## config.mk

```make
export PLATFORM = sky130hd
export DESIGN_NAME = sha1_message_digest_unit
export DESIGN_NICKNAME = d
export VERILOG_FILES = /design/src/smd_pkg.sv /design/src/smd_datapath.sv /design/src/smd_ctrl.sv /design/src/sha1_message_digest_unit.sv
export VERILOG_INCLUDE_DIRS = /design/src /design/src/src
export SDC_FILE = /design/constraint.sdc
export NUM_CORES = 2
export LEC_CHECK = 0
export BUFFER_PORTS_ARGS = -buffer_cell sky130_fd_sc_hd__buf_4
export CAP_MARGIN = 0
export CORE_UTILIZATION = 48
export CTS_CLUSTER_DIAMETER = 150
export DETAILED_ROUTE_END_ITERATION = 10
export HOLD_SLACK_MARGIN = 0.1
export PLACE_DENSITY = 0.65
export SLEW_MARGIN = 20
export SYNTH_ARGS = -nofsm -noshare
export SYNTH_HDL_FRONTEND = slang
export SYNTH_HIERARCHICAL = 1
export SYNTH_SLANG_ARGS = --single-unit
```

## constraint.sdc

```tcl
create_clock -name clk -period 11.1 [get_ports clk]
set_input_delay 1.11 -clock clk [delete_from_list [all_inputs] [get_ports clk]]
set_output_delay 1.11 -clock clk [all_outputs]
set_load 0.05 [all_outputs]
```

## src/sha1_message_digest_unit_defines.svh

```systemverilog
// assertion macros for the sha-1 digest unit
// no dependencies; included by the modules that carry assertions
`ifndef SHA1_MESSAGE_DIGEST_UNIT_DEFINES_SVH
`define SHA1_MESSAGE_DIGEST_UNIT_DEFINES_SVH

`ifndef SYNTHESIS
// same-cycle implication, disabled during reset
`define SMD_ASSERT_NOW(lbl, ante, cons, msg) \
  lbl: assert property (@(posedge clk) disable iff (rst) (ante) |-> (cons)) else $error(msg);
// next-cycle implication, disabled during reset
`define SMD_ASSERT_NEXT(lbl, ante, cons, msg) \
  lbl: assert property (@(posedge clk) disable iff (rst) (ante) |=> (cons)) else $error(msg);
`else
`define SMD_ASSERT_NOW(lbl, ante, cons, msg)
`define SMD_ASSERT_NEXT(lbl, ante, cons, msg)
`endif

`endif

```

## src/smd_pkg.sv

```systemverilog
// shared types, constants and round functions for the sha-1 digest unit
// no dependencies
`timescale 1ns / 1ps

package smd_pkg;

  localparam int BLOCK_BYTES = 64;
  localparam int FILL_W      = $clog2(BLOCK_BYTES);
  localparam int BLOCK_BITS  = 8 * BLOCK_BYTES;
  localparam int COUNT_W     = 61;
  localparam int ROUND_W     = 7;

  localparam logic [FILL_W-1:0]  FILL_LAST = FILL_W'(BLOCK_BYTES - 1);
  localparam logic [FILL_W-1:0]  LEN_START = FILL_W'(BLOCK_BYTES - 8);
  localparam logic [ROUND_W-1:0] ROUND_LAST = 7'd79;

  localparam logic [31:0] INIT_H0 = 32'h67452301;
  localparam logic [31:0] INIT_H1 = 32'hEFCDAB89;
  localparam logic [31:0] INIT_H2 = 32'h98BADCFE;
  localparam logic [31:0] INIT_H3 = 32'h10325476;
  localparam logic [31:0] INIT_H4 = 32'hC3D2E1F0;

  localparam logic [31:0] K0 = 32'h5A827999;
  localparam logic [31:0] K1 = 32'h6ED9EBA1;
  localparam logic [31:0] K2 = 32'h8F1BBCDC;
  localparam logic [31:0] K3 = 32'hCA62C1D6;

  localparam logic [7:0] PAD_BYTE = 8'h80;

  localparam logic OP_ABSORB = 1'b0;
  localparam logic OP_FINISH = 1'b1;

  typedef enum logic [2:0] {
    S_IDLE,
    S_PAD80,
    S_PADZ,
    S_PADLEN,
    S_COMP,
    S_UPD,
    S_OUT
  } smd_state_t;

  typedef enum logic [1:0] {
    SEL_DATA,
    SEL_PAD,
    SEL_ZERO,
    SEL_LEN
  } smd_byte_sel_t;

  typedef struct packed {
    logic          push;
    smd_byte_sel_t sel;
    logic          count_inc;
    logic          load_work;
    logic          round_en;
    logic          update_chain;
    logic          restart;
  } smd_cmd_t;

  typedef struct packed {
    logic [FILL_W-1:0] fill;
    logic              round_last;
  } smd_status_t;

  // boolean function of the round group
  function automatic logic [31:0] round_f(input logic [ROUND_W-1:0] t,
                                          input logic [31:0] b,
                                          input logic [31:0] c,
                                          input logic [31:0] d);
    logic [31:0] f;
    priority if (t < 7'd20) begin
      f = d ^ (b & (c ^ d));
    end else if (t < 7'd40) begin
      f = b ^ c ^ d;
    end else if (t < 7'd60) begin
      f = (b & c) | (b & d) | (c & d);
    end else begin
      f = b ^ c ^ d;
    end
    return f;
  endfunction

  // additive constant of the round group
  function automatic logic [31:0] round_k(input logic [ROUND_W-1:0] t);
    logic [31:0] k;
    priority if (t < 7'd20) begin
      k = K0;
    end else if (t < 7'd40) begin
      k = K1;
    end else if (t < 7'd60) begin
      k = K2;
    end else begin
      k = K3;
    end
    return k;
  endfunction

endpackage

```

## src/smd_datapath.sv

```systemverilog
// datapath: block shift line, message schedule, round logic, chaining words
// depends on smd_pkg
`timescale 1ns / 1ps

module smd_datapath import smd_pkg::*; (
  input  logic        clk,
  input  logic        rst,
  input  smd_cmd_t    cmd,
  input  logic [7:0]  data_byte,
  output smd_status_t st,
  output logic [31:0] digest_word0,
  output logic [31:0] digest_word1,
  output logic [31:0] digest_word2,
  output logic [31:0] digest_word3,
  output logic [31:0] digest_word4
);

  // block line: word 0 sits in the top 32 bits
  logic [BLOCK_BITS-1:0] blk;
  logic [FILL_W-1:0]     fill;
  logic [COUNT_W-1:0]    count;
  logic [ROUND_W-1:0]    round;
  logic [31:0]           a, b, c, d, e;
  logic [31:0]           h0, h1, h2, h3, h4;

  logic [63:0]  len_bits;
  logic [7:0]   len_byte;
  logic [7:0]   push_byte;
  logic [31:0]  w_cur;
  logic [31:0]  w_mix;
  logic [31:0]  w_new;
  logic [31:0]  tmp;

  // length byte for the current position, most significant first
  assign len_bits = {count, 3'b000};
  assign len_byte = len_bits[{~fill[2:0], 3'b000} +: 8];

  // byte source for the block line
  always_comb begin
    unique case (cmd.sel)
      SEL_DATA: push_byte = data_byte;
      SEL_PAD:  push_byte = PAD_BYTE;
      SEL_ZERO: push_byte = 8'h00;
      SEL_LEN:  push_byte = len_byte;
      default:  push_byte = 8'h00;
    endcase
  end

  // schedule word for this round and the one sixteen rounds ahead
  assign w_cur = blk[BLOCK_BITS-1 -: 32];
  assign w_mix = blk[BLOCK_BITS-1-32*13 -: 32] ^ blk[BLOCK_BITS-1-32*8 -: 32]
               ^ blk[BLOCK_BITS-1-32*2 -: 32] ^ w_cur;
  assign w_new = {w_mix[30:0], w_mix[31]};

  // round sum
  assign tmp = {a[26:0], a[31:27]} + round_f(round, b, c, d) + e + round_k(round) + w_cur;

  // control registers: fill, length, round, chaining words
  always_ff @(posedge clk) begin
    if (rst) begin
      fill  <= '0;
      count <= '0;
      round <= '0;
      h0    <= INIT_H0;
      h1    <= INIT_H1;
      h2    <= INIT_H2;
      h3    <= INIT_H3;
      h4    <= INIT_H4;
    end else begin
      if (cmd.push) begin
        fill <= fill + 1'b1;
      end
      if (cmd.count_inc) begin
        count <= count + 1'b1;
      end
      if (cmd.load_work) begin
        round <= '0;
      end else if (cmd.round_en) begin
        round <= round + 1'b1;
      end
      if (cmd.update_chain) begin
        h0 <= h0 + a;
        h1 <= h1 + b;
        h2 <= h2 + c;
        h3 <= h3 + d;
        h4 <= h4 + e;
      end
      if (cmd.restart) begin
        fill  <= '0;
        count <= '0;
        h0    <= INIT_H0;
        h1    <= INIT_H1;
        h2    <= INIT_H2;
        h3    <= INIT_H3;
        h4    <= INIT_H4;
      end
    end
  end

  // block line and working variables
  always_ff @(posedge clk) begin
    if (cmd.push) begin
      blk <= {blk[BLOCK_BITS-9:0], push_byte};
    end else if (cmd.round_en) begin
      blk <= {blk[BLOCK_BITS-33:0], w_new};
    end
    if (cmd.load_work) begin
      a <= h0;
      b <= h1;
      c <= h2;
      d <= h3;
      e <= h4;
    end else if (cmd.round_en) begin
      a <= tmp;
      b <= a;
      c <= {b[1:0], b[31:2]};
      d <= c;
      e <= d;
    end
  end

  assign st.fill       = fill;
  assign st.round_last = (round == ROUND_LAST);

  assign digest_word0 = h0;
  assign digest_word1 = h1;
  assign digest_word2 = h2;
  assign digest_word3 = h3;
  assign digest_word4 = h4;

endmodule

```

## src/smd_ctrl.sv

```systemverilog
// controller: request handshake, padding sequence and compression rounds
// depends on smd_pkg and sha1_message_digest_unit_defines.svh
`timescale 1ns / 1ps
`include "sha1_message_digest_unit_defines.svh"

module smd_ctrl import smd_pkg::*; (
  input  logic        clk,
  input  logic        rst,
  input  logic        in_valid,
  output logic        in_stall,
  input  logic        op,
  output logic        out_valid,
  input  logic        out_stall,
  input  smd_status_t st,
  output smd_cmd_t    cmd
);

  smd_state_t state, state_next;
  smd_state_t ret, ret_next;
  logic       fill_last;

  assign fill_last = (st.fill == FILL_LAST);

  // state registers
  always_ff @(posedge clk) begin
    if (rst) begin
      state <= S_IDLE;
      ret   <= S_IDLE;
    end else begin
      state <= state_next;
      ret   <= ret_next;
    end
  end

  // next state and commands
  always_comb begin
    state_next       = state;
    ret_next         = ret;
    cmd              = '0;
    cmd.sel          = SEL_DATA;
    in_stall         = 1'b1;
    out_valid        = 1'b0;
    unique case (state)
      S_IDLE: begin
        in_stall = 1'b0;
        if (in_valid) begin
          if (op == OP_ABSORB) begin
            cmd.push      = 1'b1;
            cmd.count_inc = 1'b1;
            if (fill_last) begin
              cmd.load_work = 1'b1;
              ret_next      = S_IDLE;
              state_next    = S_COMP;
            end
          end else begin
            state_next = S_PAD80;
          end
        end
      end
      S_PAD80: begin
        cmd.push = 1'b1;
        cmd.sel  = SEL_PAD;
        if (fill_last) begin
          cmd.load_work = 1'b1;
          ret_next      = S_PADZ;
          state_next    = S_COMP;
        end else begin
          state_next = S_PADZ;
        end
      end
      S_PADZ: begin
        if (st.fill == LEN_START) begin
          state_next = S_PADLEN;
        end else begin
          cmd.push = 1'b1;
          cmd.sel  = SEL_ZERO;
          // short tail: block fills before the length fits
          if (fill_last) begin
            cmd.load_work = 1'b1;
            ret_next      = S_PADZ;
            state_next    = S_COMP;
          end
        end
      end
      S_PADLEN: begin
        cmd.push = 1'b1;
        cmd.sel  = SEL_LEN;
        if (fill_last) begin
          cmd.load_work = 1'b1;
          ret_next      = S_OUT;
          state_next    = S_COMP;
        end
      end
      S_COMP: begin
        cmd.round_en = 1'b1;
        if (st.round_last) begin
          state_next = S_UPD;
        end
      end
      S_UPD: begin
        cmd.update_chain = 1'b1;
        state_next       = ret;
      end
      S_OUT: begin
        out_valid = 1'b1;
        if (!out_stall) begin
          cmd.restart = 1'b1;
          state_next  = S_IDLE;
        end
      end
      default: begin
        state_next = S_IDLE;
      end
    endcase
  end

  `SMD_ASSERT_NEXT(a_rounds_end, (state == S_COMP) && st.round_last, state == S_UPD, "last round must be followed by the chain update")
  `SMD_ASSERT_NEXT(a_block_full, (state != S_COMP) && (state_next == S_COMP), st.fill == '0, "compression must start on a full block")
  `SMD_ASSERT_NOW(a_len_slot, state == S_PADLEN, st.fill[FILL_W-1:3] == LEN_START[FILL_W-1:3], "length bytes must land in the last eight slots")
  `SMD_ASSERT_NOW(a_out_after_upd, $rose(out_valid), $past(state) == S_UPD, "digest must follow a chain update")

endmodule

```

## src/sha1_message_digest_unit.sv

```systemverilog
// An absorb request shifts its byte into the block line; a byte that fills the block
// starts 80 rounds at one per cycle in the datapath, then the chain update, and further
// requests stall meanwhile. Finish: padding goes in one byte per cycle, held while a
// full block is compressed, then the digest shows; the length spills into an extra
// block when it does not fit in the current one.
// Synchronous reset loads the standard initial chaining words and clears the length.
// top level of the sha-1 digest unit
// depends on smd_pkg, smd_ctrl and smd_datapath
`timescale 1ns / 1ps

module sha1_message_digest_unit import smd_pkg::*; (
  input  logic        clk,
  input  logic        rst,
  input  logic        in_valid,
  output logic        in_stall,
  input  logic        op,
  input  logic [7:0]  data_byte,
  output logic        out_valid,
  input  logic        out_stall,
  output logic [31:0] digest_word0,
  output logic [31:0] digest_word1,
  output logic [31:0] digest_word2,
  output logic [31:0] digest_word3,
  output logic [31:0] digest_word4
);

  smd_cmd_t    cmd;
  smd_status_t st;

  // sequencer
  smd_ctrl u_ctrl (
    .clk       (clk),
    .rst       (rst),
    .in_valid  (in_valid),
    .in_stall  (in_stall),
    .op        (op),
    .out_valid (out_valid),
    .out_stall (out_stall),
    .st        (st),
    .cmd       (cmd)
  );

  // block line, rounds and chaining words
  smd_datapath u_datapath (
    .clk          (clk),
    .rst          (rst),
    .cmd          (cmd),
    .data_byte    (data_byte),
    .st           (st),
    .digest_word0 (digest_word0),
    .digest_word1 (digest_word1),
    .digest_word2 (digest_word2),
    .digest_word3 (digest_word3),
    .digest_word4 (digest_word4)
  );

endmodule
```

==> flow_summary.json <==
{
  "status": "complete, no violations",
  "final_max_slew_viol_count": 0,
  "synthesis.area_sq_um": 51000,
  "required_ns": 11.50,
  "synth_area_leaders": "edfxtp_1, mux2_2, dfxtp_1",
  "syn_avg_cell_area_sq_um": 11.8,
  "synth_simple_gate_area_share_pct": 8.05,
  "die-area_sq_um": 108000,
  "synth_compound_area_share_pct": 10.0,
  "fmax_ghz": 0.147,
  "min_period_over_period_pct": 61.4,
  "clk_latency_ns": 0.71,
  "synth_xor_area_share_pct": 5.22,
  "rsz0062_at_grt": "false",
  "port_buffers": 174,
  "synth_top_area_share_pct": 39.6,
  "grt_pass1_vias": 33300,
  "regArea_sq_um": 25000,
  "start_kind": "register",
  "overflow": 0,
  "synth-edff-count": 672,
  "synth_top_family_by_area": "multiplexers",
  "hpwl_mm": 91.6,
  "synthCells": 4314,
  "initial_utilization_pct": 48.5,
  "ctsResizeCount": 0,
  "dp.cells": 5739,
  "routed_wl_mm": 128,
  "worstMarginPinSlew_ns": 1.13,
  "synth_nets": 4646,
  "area_growth_pct": 12.1,
  "crit_top_cell": "inv_1",
  "drt_iter0_markers": 2735,
  "chipHeight_um": 328,
  "synthMuxAreaShare_pct": 15.1,
  "critical_path.top_delay_family": "compound AO/OA/AOI/OAI gates",
  "p_per_area_nw_per_um2": 172,
  "ys_seq_elements": 911,
  "final_core_utilization_pct": 54.3,
  "cts.root.buffer_cell": "clkbuf_16",
  "design.portCount": 175,
  "viasPerCell": 5.73,
  "gp_congestion": 0.952,
  "rrSetupSlack_ns": 4.29,
  "antenna_left": 0,
  "top_usage_layer": "met2",
  "critPathSlowestCell": "a41oi_2",
  "use_met3_pct": 3.04,
  "max-vdd-ir-drop_mv": 0.120,
  "core_area_sq_um": 105000,
  "endpoint_kind": "register",
  "setup_viol": 0,
  "slew-limit-headroom_pct": 24.1,
  "multi_input_area_sq_um": 24500,
  "final_common_cell": "edfxtp_1",
  "nets": 4783,
  "dr.pass1.iters": 5,
  "clockBufferDepth": 3,
  "fin_cells": 5928,
  "avgRoutedWirePerCell_um": 21.6,
  "drv_cap": 0,
  "yosysUniqueCellTypes": 87,
  "grt_use_total_pct": 23.6,
  "yosys.area.top_type": "edfxtp_1",
  "synth_flop_cell": "edfxtp_1",
  "crit_chain": "a41oi_2, nand2_1, buf_4, inv_1, nor2_2, buf_4, a221o_1, fa_1, inv_1, fa_1, inv_1, ha_1, a211oi_1, nor2_1, a2111o_1, a21o_1, a41o_1, a41oi_1, a211o_1, o21ai_1, xnor2_1, o21ai_1",
  "ctsHoldBuffers": 0,
  "grt_start_max_net_pins": 185,
  "yosysWarnings": 6,
  "layout_common_cells": "edfxtp_1, mux2_2, nand2_1, o21ai_0, nor2_1",
  "drive_gt1_share_pct": 22.5,
  "fillers": 9004,
  "gr-usage-met2_pct": 38.8,
  "synthArstFlopShare_pct": 0,
  "placed_area_sq_um": 53800,
  "layout_min_cycle_time_ns": 6.81,
  "cts-htree-levels": 3,
  "route.detailed.drc": 0,
  "vias": 34000,
  "worstSetupPathType": "reg -> reg",
  "cts-buffers-inserted": 101,
  "post_cts_buffers": 0,
  "arrival_ns": 7.21,
  "die_w_um": 328,
  "min_path_type": "reg -> reg",
  "yosysSeqAreaShare_pct": 48.9,
  "path_max_fanout": 20,
  "setup_tns_ns": 0,
  "skew_ns": 0.0445,
  "synthAdderAreaFrac_pct": 9.66,
  "grt_pass1_wl_mm": 197,
  "n_antenna_cell": 0,
  "grt.met1_usage_pct": 32.2,
  "crit_buf_inv": 5,
  "stdcell_area_sq_um": 57200,
  "cts_tree": "done",
  "path_clk_slew_ns": 0.06,
  "critPathMaxStageDelay_ns": 0.60,
  "finalHoldViolations": 0,
  "power.leakage_nw": 21.3,
  "clock_sinks": 911,
  "antenna_found_initial": 1,
  "num_rows": 119
}
==> tightest hold or removal path, cell delays in order, from the launching register on <==
cell	delay, ns
dfxtp_1	0.33
o21ai_0	0.07
a21oi_1	0.06
==> worst paths after layout <==
path | start | endpoint | depth (start not counted)
hold / removal | u_datapath/count[13] | u_datapath/count[13] | 2
setup / recovery | u_datapath/round[5] | u_datapath/a[30] | 22
setup reg to reg | u_datapath/round[5] | u_datapath/a[30] | 22
hold reg to reg | u_datapath/count[13] | u_datapath/count[13] | 2
==> registers in the layout, summed over array words and instances (netlist names), 6 cells and up <==
name                     count
u_datapath/a                32
u_datapath/b                32
u_datapath/blk             512
u_datapath/c                32
u_datapath/count            61
u_datapath/d                32
u_datapath/digest_word0     32
u_datapath/digest_word1     32
u_datapath/digest_word2     32
u_datapath/digest_word3     32
u_datapath/digest_word4     32
u_datapath/e                32
u_datapath/fill              6
u_datapath/round             7
==> synthesized netlist by cell type, types with 76 or more instances <==
cell and count:
dfxtp_1 239, nor2_1 248, xor2_1 99, a21oi_1 190
ha_1 194, a21o_1 76, nand2_1 311, clkbuf_1 159
o21ai_0 245, mux2_2 595, xnor2_1 205, fa_1 125
edfxtp_1 672, inv_1 243
==> per-layer routing <==
| layer | routed length [um] | share of wire [%] |
|---|---|---|
| met5 | 0 | 0 |
| met1 | 56500 | 44 |
| met3 | 6850 | 5.4 |
| met2 | 60700 | 47 |
| met4 | 3800 | 3.0 |
==> where the power goes <==
| part | leakage, nW | internal [mW] | switching (mW) |
|---|---|---|---|
| sequential | 8.27 | 4.29 | 0.254 |
| clock | 1.68 | 2.00 | 1.45 |
| combinational | 11.4 | 0.909 | 0.931 |
| total | 21.3 | 7.20 | 2.63 |
==> logic make-up (layout without fill, tap and decap cells) <==
kind of cell,after synthesis,in the layout
adder cells (fa/ha/maj),319,319
AND/OR/NAND/NOR,883,883
multiplexers,677,677
XOR/XNOR,304,304
buffers and inverters,416,639
flip-flops,911,911
AO/OA/AOI/OAI,804,804
==> final cells by class <==
class / count / share of cell area (%)
repair buffers: 206 / 2.81
clock buffers: 138 / 4.98
flip-flops and latches: 911 / 43.6
well taps: 1391 / 3.04
inverters: 244 / 1.61
clock inverters: 51 / 1.04
multi-input cells: 2987 / 42.9
==> through the flow <==
step / setup WS (ns) / power, mW / hold WS, ns
3_3_place_gp: 4.19 / 6.41 / 0.481
6_report: 4.29 / 9.83 / 0.506
5_1_grt: 4.01 / 10.3 / 0.520
3_5_place_dp: 4.44 / 6.45 / 0.495
2_1_floorplan: 1.80 / 6.04 / 0.464
4_1_cts: 4.37 / 9.92 / 0.504
No activity file was read; power rests on OpenSTA's default activity.
